==> src/rtl/core/irb_pkg.sv <==
// shared types and constants for the rotated bilinear readout block
package irb_pkg;

  // configuration register indexes
  localparam logic [1:0] REG_COS    = 2'd0;
  localparam logic [1:0] REG_SIN    = 2'd1;
  localparam logic [1:0] REG_WIDTH  = 2'd2;
  localparam logic [1:0] REG_HEIGHT = 2'd3;

  // input actions
  localparam logic ACT_WRITE   = 1'b0;
  localparam logic ACT_REQUEST = 1'b1;

  // fixed widths
  localparam int DIM_W  = 9;   // frame dimension in use
  localparam int TRIG_W = 10;  // signed q8 cosine and sine
  localparam int CRD_W  = 9;   // source row or column inside the frame
  localparam int WGT_W  = 4;   // blend weight
  localparam logic [WGT_W-1:0] WGT_MAX = 4'hF;

  // input item
  typedef struct packed {
    logic       action;
    logic [7:0] row;
    logic [7:0] col;
    logic [7:0] pixel_in;
  } irb_in_t;

  // result item
  typedef struct packed {
    logic [7:0] pixel_out;
    logic       inside_res;
  } irb_out_t;

  // source position and write fields handed to the frame store
  typedef struct packed {
    logic             is_req;
    logic             in_frame;
    logic [CRD_W-1:0] si;
    logic [CRD_W-1:0] sj;
    logic [WGT_W-1:0] wr;
    logic [WGT_W-1:0] wc;
    logic [7:0]       row;
    logic [7:0]       col;
    logic [7:0]       pixel;
  } irb_addr_t;

  // neighborhood handed to the blender
  typedef struct packed {
    logic             in_frame;
    logic [WGT_W-1:0] wr;
    logic [WGT_W-1:0] wc;
    logic [7:0]       p00;
    logic [7:0]       p01;
    logic [7:0]       p10;
    logic [7:0]       p11;
  } irb_nbr_t;

endpackage

==> src/rtl/core/irb_blend.sv <==
// blend stages: row blends, column blend and result register
module irb_blend (
  input  logic              clk,
  input  logic              rst,
  input  logic              nbr_valid,
  input  irb_pkg::irb_nbr_t nbr,
  output logic              nbr_take,
  output logic              dst_valid,
  input  logic              dst_stall,
  output irb_pkg::irb_out_t dst_data
);
  import irb_pkg::*;

  logic             en5, en6;
  logic             v5, in_frame5;
  logic [11:0]      v0, v1;
  logic [WGT_W-1:0] wc5;
  logic [WGT_W-1:0] nwr, nwc;
  logic [15:0]      sum;

  assign en6      = !dst_valid || !dst_stall;
  assign en5      = !v5 || en6;
  assign nbr_take = en5;

  assign nwr = WGT_MAX - nbr.wr;
  assign nwc = WGT_MAX - wc5;

  // blend along rows
  always_ff @(posedge clk) begin
    if (rst) begin
      v5 <= 1'b0;
    end else if (en5) begin
      v5 <= nbr_valid;
    end
  end

  always_ff @(posedge clk) begin
    if (en5) begin
      v0        <= 12'(nwr) * 12'(nbr.p00) + 12'(nbr.wr) * 12'(nbr.p10);
      v1        <= 12'(nwr) * 12'(nbr.p01) + 12'(nbr.wr) * 12'(nbr.p11);
      wc5       <= nbr.wc;
      in_frame5 <= nbr.in_frame;
    end
  end

  // blend along columns
  assign sum = 16'(nwc) * 16'(v0) + 16'(wc5) * 16'(v1);

  always_ff @(posedge clk) begin
    if (rst) begin
      dst_valid <= 1'b0;
    end else if (en6) begin
      dst_valid <= v5;
    end
  end

  always_ff @(posedge clk) begin
    if (en6) begin
      dst_data.pixel_out  <= in_frame5 ? sum[15:8] : 8'd0;
      dst_data.inside_res <= in_frame5;
    end
  end

endmodule

==> config.mk <==
export PLATFORM = sky130hd
export DESIGN_NAME = irb_blend
export DESIGN_NICKNAME = d
export VERILOG_FILES = /design/src/rtl/core/irb_pkg.sv /design/src/rtl/core/irb_blend.sv
export SDC_FILE = /design/constraint.sdc
export NUM_CORES = 1
export LEC_CHECK = 0
export ABC_AREA = 1
export ABC_CLOCK_PERIOD_IN_PS = 5400
export BUFFER_PORTS_ARGS = -buffer_cell sky130_fd_sc_hd__buf_4
export CAP_MARGIN = 10
export CORE_UTILIZATION = 45
export CTS_BUF_LIST = sky130_fd_sc_hd__clkbuf_8
export CTS_CLUSTER_SIZE = 8
export DETAILED_ROUTE_END_ITERATION = 10
export PLACE_DENSITY = 0.72
export SKIP_CTS_REPAIR_TIMING = 1
export SYNTH_ARGS = -nofsm -noshare
export SYNTH_HDL_FRONTEND = slang
export SYNTH_SLANG_ARGS = --single-unit
==> constraint.sdc <==
create_clock -name clk -period 5.4 [get_ports clk]
set_input_delay 1.08 -clock clk [delete_from_list [all_inputs] [get_ports clk]]
set_output_delay 1.08 -clock clk [all_outputs]
set_load 0.01 [all_outputs]
==> summary.md <==
| Metric | Value |
|---|---|
| Crit share post-route | `between 80% and 90%` |
| Synth top area cells | `fa_1 37%, inv_1 15%, edfxtp_1 14%, nand2_1 12%, ha_1 10%` |
| Critical path fanouts, max | `31` |
| Share of layout cells above drive strength 1 | `6.73%` |
| Via count | `around 6,100` |
| Yosys top cell area share | `~37%` |
| Worst R2R End | `dst_data[4]` |
| Detailed placement HPWL | `between 10 and 15 mm` |
| Root buf cell | `clkbuf_8` |
| Clock buffer count from CTS | `5` |
| CP Buf/Inv Count | `2` |
| Mapped Cells | `approximately 1,000` |
| Met3 routed WL | `around 530 um` |
| FMAX | `between 200 and 250 MHz` |
| Synth Warn # | `0` |
| Crit-path max cell delay | `around 550 ps` |
| Hold Path End | `dst_valid` |
| CP cell instances | `buf_4 -> nor2_1 -> fa_1 -> inv_1 -> fa_1 -> fa_1 -> fa_1 -> fa_1 -> o21ai_2 -> nand2_1 -> nor2_2 -> nor2_1 -> nand2_1 -> nand2_1` |
| Max_cap viols | `0` |
| R2R Setup Slk | `940 ps` |
| Worst min path class | `reg2reg` |
| Area grow syn2layout | `9.28%` |
| Clock slew at reported path FFs | `approximately 80 ps` |
| Crit path required time | `about 5500 ps` |
| Top delay family on crit path | `adder cells` |
| Aggregate routed wire length | `about 16 mm` |
| Yosys top cell by area | `fa_1` |
| Grt ovf | `0` |
| CP Data Arrival Time | `roughly 4700 ps` |
| Distinct cells, synth | `29` |
| Post-Syn Area | `between 0.008 and 0.009 mm^2` |
| Nets | `about 1,300` |
| Final setup viols | `0` |
| Final instance area | `0.00893 mm^2` |
| Ports | `56` |
| Slew at the pin closest to its max-slew limit | `780 ps` |
| Unrepaired setup endpoints after global routing | `no` |
| 1st-iter DRT viols | `245` |
| Register area share after synthesis | `between 10% and 20%` |
| First-pass GRT wire length | `between 20 and 30 mm` |
| Initial antenna violation count | `0` |
| All-Layer GR Usage | `19.1%` |
| Mapped Avg Cell Area | `between 7 and 8 um^2` |
| Die height | `137 um` |
| Critical path class | `in2reg` |
| Core footprint | `~0.018 mm^2` |
| CP max-delay cell | `fa_1` |
| Row cnt | `48` |
| Worst-case reg-to-reg path depth | `17` |
| Drt drc | `0` |
| Met1 WL | `between 6 and 7 mm` |
| Largest net degree at the start of global routing | `32` |
| Max-slew violation count | `0` |
| RD Place Congestion | `about 0.85` |
| CTS max path bufs | `2` |
| Run status | `complete, no violations` |
| H-Tree Depth | `2` |
| Vias in the first global route | `around 6,300` |
| Die span in x | `approximately 140 um` |
| Initial core utilization | `about 47%` |
| Drt pass-1 iters | `7` |
| Total clock sinks | `40` |
| Skew-Pair Late Insertion Delay | `a little over 300 ps` |
| Hold Startpoint | `v5` |
| Most frequent cells after synthesis | `325 x inv_1, 256 x nand2_1, 149 x fa_1, 99 x nor2_1, 68 x ha_1` |
| ANT cells | `0` |
| Metal2 WL | `~8 mm` |
| Number of port buffers | `55` |
| Async set or reset register ratio after synthesis | `0%` |
| Crit path depth | `14` |
| Die ar. | `about 0.019 mm^2` |
| Hold Path Cell Cnt | `2` |
| Nature of the critical path startpoint | `input pin` |
| Placed instance area | `0.00879 mm^2` |
| Crit path capture type | `flop` |
| Ys flop type | `edfxtp_1` |
| Count leader, synth | `inv_1` |
| Max-slew headroom | `between 40% and 50%` |
| Most frequent CP cell | `fa_1` |
| Setup Skew | `approximately 11 ps` |
| Vias per inst | `~4.6` |
| Routed Antenna Nets | `0` |
| Final critical-path required period | `4620 ps` |
| Final-report hold violation count | `0` |
| Worst R2R Start | `wc5[2]` |
| Post-synth EDFFs | `38` |
| Synthesized flop and latch total | `40` |
| CTS tree | `built` |
| Drt wl/cell | `~12 um` |
| Setup TNS | `0 ps` |
| Highest Signal Layer | `met4` |
cell usage in the layout (no fill, tap or decap), types with 5 or more instances in the layout:
cell type and count:
fa_1 149, inv_1 326, nand2_1 256, edfxtp_1 38, xor2_1 12, buf_4 57
ha_1 68, nand3_1 19, a21oi_1 19, clkbuf_8 5, nor2_1 99, xnor2_1 5
routing by layer:
layer / vias up / GRT usage (%)
met5: - / 0
met4: 0 / 4.26
met3: 13 / 1.81
met2: 118 / 35.1
met1: 2909 / 24.1
li1: 3034 / -
sequential cells by signal, indices dropped and copies added (netlist names):
name,count
v5,1
dst_valid,1
v1,12
in_frame5,1
wc5,4
v0,12
dst_data,9
worst max path at each step:
stage / slack, ps / startpoint / endpoint
4_1_cts: 780 / nbr[38] / v1[8]
6_report: 780 / nbr[38] / v1[8]
3_5_place_dp: 450 / nbr[38] / v1[8]
5_1_grt: 560 / nbr[38] / v1[8]
3_3_place_gp: 470 / nbr[38] / v1[8]
2_1_floorplan: 550 / nbr[37] / v1[8]
stage by stage:
step                util, %  setup WS [ps]  hold slack, ps  std cells
global placement       50.1            470             430       1302
floorplan                 -            551             424       1041
global route           50.9            561             500       1310
detailed placement     50.1            448             444       1302
finish                 50.9            780             456       1310
CTS                    50.9            778             456       1310
worst min-delay path: cells and delay by family, from the launching register on:
kind                   cells  cell delay, ps
DFF                        1             320
buffers and inverters      1              50
AOI/OAI and AO/OA          1              50
layout make-up:
| type | count | area [um^2] |
|---|---|---|
| flip-flops and latches | 40 | 1180 |
| repair buffers | 57 | 428 |
| well taps | 225 | 282 |
| clock inverters | 3 | 63.8 |
| clock buffers | 5 | 68.8 |
| multi-input cells | 654 | 5680 |
| inverters | 326 | 1220 |
| fillers | 1663 | 8610 |
cell families after synthesis:
| logic type | count (synthesis) | synth area share [%] |
|---|---|---|
| AND/OR/NAND/NOR | 382 | 18.1 |
| buffers and inverters | 347 | 16.1 |
| adder cells (fa/ha/maj) | 217 | 46.9 |
| flip-flops | 40 | 14.5 |
| AO/OA/AOI/OAI | 36 | 2.60 |
| XOR/XNOR | 17 | 1.82 |
| other | 1 | 0.0459 |
Power is not shown: default switching activity piles up to over one toggle a cycle in this logic, so the estimate is an artifact.
