$ cat src/rtl/core/irb_pkg.sv
// shared types and constants for the rotated bilinear readout block
package irb_pkg;

  // configuration register indexes
  localparam logic [1:0] REG_COS    = 2'd0;
  localparam logic [1:0] REG_SIN    = 2'd1;
  localparam logic [1:0] REG_WIDTH  = 2'd2;
  localparam logic [1:0] REG_HEIGHT = 2'd3;

  // input actions
  localparam logic ACT_WRITE   = 1'b0;
  localparam logic ACT_REQUEST = 1'b1;

  // fixed widths
  localparam int DIM_W  = 9;   // frame dimension in use
  localparam int TRIG_W = 10;  // signed q8 cosine and sine
  localparam int CRD_W  = 9;   // source row or column inside the frame
  localparam int WGT_W  = 4;   // blend weight
  localparam logic [WGT_W-1:0] WGT_MAX = 4'hF;

  // input item
  typedef struct packed {
    logic       action;
    logic [7:0] row;
    logic [7:0] col;
    logic [7:0] pixel_in;
  } irb_in_t;

  // result item
  typedef struct packed {
    logic [7:0] pixel_out;
    logic       inside_res;
  } irb_out_t;

  // source position and write fields handed to the frame store
  typedef struct packed {
    logic             is_req;
    logic             in_frame;
    logic [CRD_W-1:0] si;
    logic [CRD_W-1:0] sj;
    logic [WGT_W-1:0] wr;
    logic [WGT_W-1:0] wc;
    logic [7:0]       row;
    logic [7:0]       col;
    logic [7:0]       pixel;
  } irb_addr_t;

  // neighborhood handed to the blender
  typedef struct packed {
    logic             in_frame;
    logic [WGT_W-1:0] wr;
    logic [WGT_W-1:0] wc;
    logic [7:0]       p00;
    logic [7:0]       p01;
    logic [7:0]       p10;
    logic [7:0]       p11;
  } irb_nbr_t;

endpackage

$ cat src/rtl/core/irb_coord.sv
// coordinate stages: centering, rotation products, source position and weights
module irb_coord (
  input  logic                                clk,
  input  logic                                rst,
  input  logic signed [irb_pkg::TRIG_W-1:0]   cos_q8,
  input  logic signed [irb_pkg::TRIG_W-1:0]   sin_q8,
  input  logic        [irb_pkg::DIM_W-1:0]    dim_w,
  input  logic        [irb_pkg::DIM_W-1:0]    dim_h,
  input  logic                                src_valid,
  output logic                                src_stall,
  input  irb_pkg::irb_in_t                    src_data,
  output logic                                addr_valid,
  output irb_pkg::irb_addr_t                  addr,
  input  logic                                addr_take
);
  import irb_pkg::*;

  logic [7:0] half_w;
  logic [7:0] half_h;
  logic       en1, en2, en3;

  // stage 1 registers
  logic               v1, act1, ok1;
  logic signed [9:0]  it1, jt1;
  logic [7:0]         row1, col1, pix1;
  // stage 2 registers
  logic               v2, act2, ok2;
  logic signed [19:0] pic, pjs, pis, pjc;
  logic [7:0]         row2, col2, pix2;

  logic signed [9:0]  it_c, jt_c;
  logic               ok_c;
  logic signed [20:0] ir, jr;
  logic signed [13:0] si_c, sj_c;
  logic               in_c;

  assign half_w = dim_w[DIM_W-1:1];
  assign half_h = dim_h[DIM_W-1:1];

  // stage moves when empty or when its successor moves
  assign en3       = !addr_valid || addr_take;
  assign en2       = !v2 || en3;
  assign en1       = !v1 || en2;
  assign src_stall = !en1;

  // centering and last row or column check
  assign it_c = $signed({2'b0, src_data.row}) - $signed({2'b0, half_h});
  assign jt_c = $signed({2'b0, src_data.col}) - $signed({2'b0, half_w});
  assign ok_c = ({1'b0, src_data.row} < dim_h - 9'd1) && ({1'b0, src_data.col} < dim_w - 9'd1);

  always_ff @(posedge clk) begin
    if (rst) begin
      v1 <= 1'b0;
    end else if (en1) begin
      v1 <= src_valid;
    end
  end

  always_ff @(posedge clk) begin
    if (en1) begin
      act1 <= src_data.action;
      ok1  <= ok_c;
      it1  <= it_c;
      jt1  <= jt_c;
      row1 <= src_data.row;
      col1 <= src_data.col;
      pix1 <= src_data.pixel_in;
    end
  end

  // rotation products
  always_ff @(posedge clk) begin
    if (rst) begin
      v2 <= 1'b0;
    end else if (en2) begin
      v2 <= v1;
    end
  end

  always_ff @(posedge clk) begin
    if (en2) begin
      act2 <= act1;
      ok2  <= ok1;
      pic  <= it1 * cos_q8;
      pjs  <= jt1 * sin_q8;
      pis  <= it1 * sin_q8;
      pjc  <= jt1 * cos_q8;
      row2 <= row1;
      col2 <= col1;
      pix2 <= pix1;
    end
  end

  // rotated position, floor by 256 and interior check
  assign ir   = pic - pjs;
  assign jr   = pis + pjc;
  assign si_c = 14'(ir >>> 8) + $signed({6'b0, half_h}) - 14'sd1;
  assign sj_c = 14'(jr >>> 8) + $signed({6'b0, half_w}) - 14'sd1;
  assign in_c = (si_c > 14'sd0) && (si_c < $signed({5'b0, dim_h}) - 14'sd1) &&
                (sj_c > 14'sd0) && (sj_c < $signed({5'b0, dim_w}) - 14'sd1);

  always_ff @(posedge clk) begin
    if (rst) begin
      addr_valid <= 1'b0;
    end else if (en3) begin
      addr_valid <= v2;
    end
  end

  always_ff @(posedge clk) begin
    if (en3) begin
      addr.is_req   <= (act2 == ACT_REQUEST);
      addr.in_frame <= ok2 && in_c;
      addr.si       <= si_c[CRD_W-1:0];
      addr.sj       <= sj_c[CRD_W-1:0];
      addr.wr       <= ir[7:4];
      addr.wc       <= jr[7:4];
      addr.row      <= row2;
      addr.col      <= col2;
      addr.pixel    <= pix2;
    end
  end

endmodule

$ cat config.mk
export PLATFORM = sky130hd
export DESIGN_NAME = irb_coord
export DESIGN_NICKNAME = d
export VERILOG_FILES = /design/src/rtl/core/irb_pkg.sv /design/src/rtl/core/irb_coord.sv
export SDC_FILE = /design/constraint.sdc
export NUM_CORES = 1
export LEC_CHECK = 0
export ABC_AREA = 1
export BUFFER_PORTS_ARGS = -buffer_cell sky130_fd_sc_hd__buf_2
export CORE_ASPECT_RATIO = 0.6
export CORE_UTILIZATION = 55
export CTS_CLUSTER_SIZE = 30
export DETAILED_ROUTE_END_ITERATION = 6
export PLACE_DENSITY = 0.82
export SLEW_MARGIN = 20
export SYNTH_ARGS = -nofsm -noshare
export SYNTH_HDL_FRONTEND = slang
export SYNTH_SLANG_ARGS = --single-unit
export TNS_END_PERCENT = 5
$ cat constraint.sdc
create_clock -name clk -period 7.15 [get_ports clk]
set_input_delay 1.43 -clock clk [delete_from_list [all_inputs] [get_ports clk]]
set_output_delay 1.43 -clock clk [all_outputs]
set_load 0.02 [all_outputs]
==> metrics <==
Post-CTS Resized=0; area share of fa/ha/maj cells after synthesis=40.51%; share of the synthesized area in the top cell type=25.53%; Setup violations, final=0; Post-Synth XOR/XNOR Area=5.467%; final wirelength=55420 µm; Final Max Tran Viols=0; critical path type=input pin to flip-flop; Max Cap Viol=0; DRC viols=15; I/O pin total=121; outcome=finished, violations left; Compound-Gate Fraction of Synth Area=5.881%; Core Area=43630 µm²; Antenna Violating Nets Remaining=0; clk sink count=201; mux contribution to synthesized area=0%; failing checks=DRC; register area=6006 µm²; area share of and/or/nand/nor cells after synthesis=12.27%; DR vias=18108; post-synth top area cell=fa_1; initial DRC count=1628; YS warnings=0; WP data required=7.44 ns; Reg-to-Reg Start=jt1[0]$_DFFE_PN_; FILL cells=3529; commonest non-fill, non-tap cells in the layout=658 x inv_1, 559 x nand2_1, 312 x fa_1; row count=59; Reg2Reg Depth=18; Root Driver=clkbuf_16; setup repair bufs after CTS=0; die area=45360 µm²; Initial Utilization=56.08%; fmax=172.7 MHz; total grt overflow=0; Worst EP arrival=6.08 ns; unrepaired setup endpoints after global routing=no; area occupied by multi-input gates=15690 µm²; CTS tree=built; Worst Setup SP=cos_q8[9]; post-synthesis sequential area ratio=24.55%; CTS Buf Count=22; first-pass GRT wire length=90970 µm; crit path max fanout=18; Syn Area/Cell=9.109 µm²; Clock Tree Buf Depth=3; Clock Latency Late Sink=0.54 ns; Synth Register Bits=201; number of nets in the layout=3432; Fin. Hold Viols=0; Critical Path Sink=pjc[17]$_DFFE_PP_; Worst-path clk slew=0.07 ns; CP Capture Type=flip-flop; FF-to-FF End=pjc[17]$_DFFE_PP_; Syn Std Cell Area=24470 µm²; skew final=0.01488 ns; drt wl/cell=16.52 µm; largest net degree at the start of global routing=55; CTS H-tree depth=1; Slew Limit Headroom=32.08%; Min-Delay Path Class=flip-flop to flip-flop; Critical Path Source Type=input pin; syn_nets=3358; worst slew pin tran=1.019 ns; synth unique cells=44; Die X=274.3 µm; flop2flop setup slack=1.51 ns; area delta synth->final=7.323%; Pre-Repair DR Iteration Count=7; largest family of logic cells by synthesized area=adder cells; gr usage total=25.42%; Vias per Instance=5.397; share of cells above drive strength 1=7.135%; hpwl dp=45600 µm; most common cell after layout, fill and taps aside=inv_1; die height=165.4 µm; minimum clock period=5.792 ns; routability cong.=0.9567; initial antenna violation count=4; # port buffers=120; hold_buf cts=0; Synth area leaders=fa_1 26%, edfxtp_1 24%, ha_1 15%; setup TNS=0 ns; vias in the first global route=18342; Final period util=81.00%; Mapped Cells=2686
## synthesized netlist by cell type, drive strengths merged
| master | count |
|---|---|
| inv | 662 |
| nand2 | 566 |
| fa | 312 |
| ha | 293 |
| edfxtp | 198 |
| a21oi | 136 |
| xor2 | 92 |
| nor2 | 88 |
| clkbuf | 76 |
| o21ai | 61 |
| xnor2 | 59 |
| nand3 | 57 |
| nand4 | 12 |
| o21bai | 12 |
| a21o | 10 |
| nor3 | 10 |
| o211ai | 8 |
| o21a | 6 |
| nor4 | 4 |
| or2 | 4 |
| a21boi | 3 |
| dfxtp | 3 |
| nand3b | 3 |
| o31ai | 3 |
| a31oi | 2 |
| a2111oi | 1 |
| a211oi | 1 |
| a221oi | 1 |
| o2111a | 1 |
| o2111ai | 1 |
| o221a | 1 |
## through the flow
step	cell area, µm²	util [%]	hold slack (ns)	setup WS [ns]	cells
CTS	26260	60.18	0.4180	1.437	3354
finish	26260	60.19	0.4170	1.358	3355
global placement	25560	58.58	0.4002	0.9677	3315
detailed placement	25560	58.58	0.4045	0.8777	3315
global route	26260	60.19	0.4221	1.179	3355
floorplan	24470	-	0.4003	0.4164	2686
## routing by layer
metal	global-route usage, %	wire [µm]
met3	6.348	6055
met2	38.67	23720
met5	0	13
met1	37.04	24680
met4	4.672	943
## logic make-up after synthesis
group                      Yosys count
AOI/OAI and AO/OA                  247
xor gates and xnor gates           151
adders and majority gates          605
buffers and inverters              738
DFF                                201
and+or+nand+nor                    744
## how the worst min path moves through the flow
stage	to	depth (start not counted)	slack, ns	from
after CTS	addr[14]$_DFFE_PP_	0	0.42	col2[6]$_DFFE_PP_
final	ok2$_DFFE_PP_	0	0.42	ok1$_DFFE_PN_
after detailed placement	addr[14]$_DFFE_PP_	0	0.40	col2[6]$_DFFE_PP_
after global routing	addr[11]$_DFFE_PP_	0	0.42	col2[3]$_DFFE_PP_
after floorplan	act2$_DFFE_PP_	0	0.40	act1$_DFFE_PN_
after global placement	addr[17]$_DFFE_PP_	0	0.40	row2[1]$_DFFE_PP_
## critical path, stage by stage
cell     delay [ns]
buf_2          0.32
nand2_1        0.17
inv_1          0.19
fa_1           0.56
fa_1           0.55
inv_1          0.06
fa_1           0.53
inv_1          0.05
fa_1           0.44
ha_1           0.29
ha_1           0.34
a21oi_1        0.16
o21ai_0        0.10
a21oi_1        0.26
o21ai_0        0.19
a21oi_1        0.20
nor2_1         0.06
nor2_1         0.11
xnor2_1        0.08
## final cells by class
cell class | count | share of cell area (%)
Multi-Input combinational cell | 1747 | 59.77
Sequential cell | 201 | 22.87
Inverter | 662 | 9.473
Tap cell | 579 | 2.759
Timing Repair Buffer | 126 | 2.459
Clock buffer | 25 | 2.139
Clock inverter | 14 | 0.5241
Antenna cell | 1 | 0.009530
## state kept, by name (all words and copies together), names as in the netlist, 9 cells and up
register  flops
it1           9
addr         52
pis          19
pic          19
pjc          19
jt1           9
pjs          19
Power is left out: the tool's default activity adds up to more than one toggle a clock period on the data nets, which glitch-free logic cannot reach.
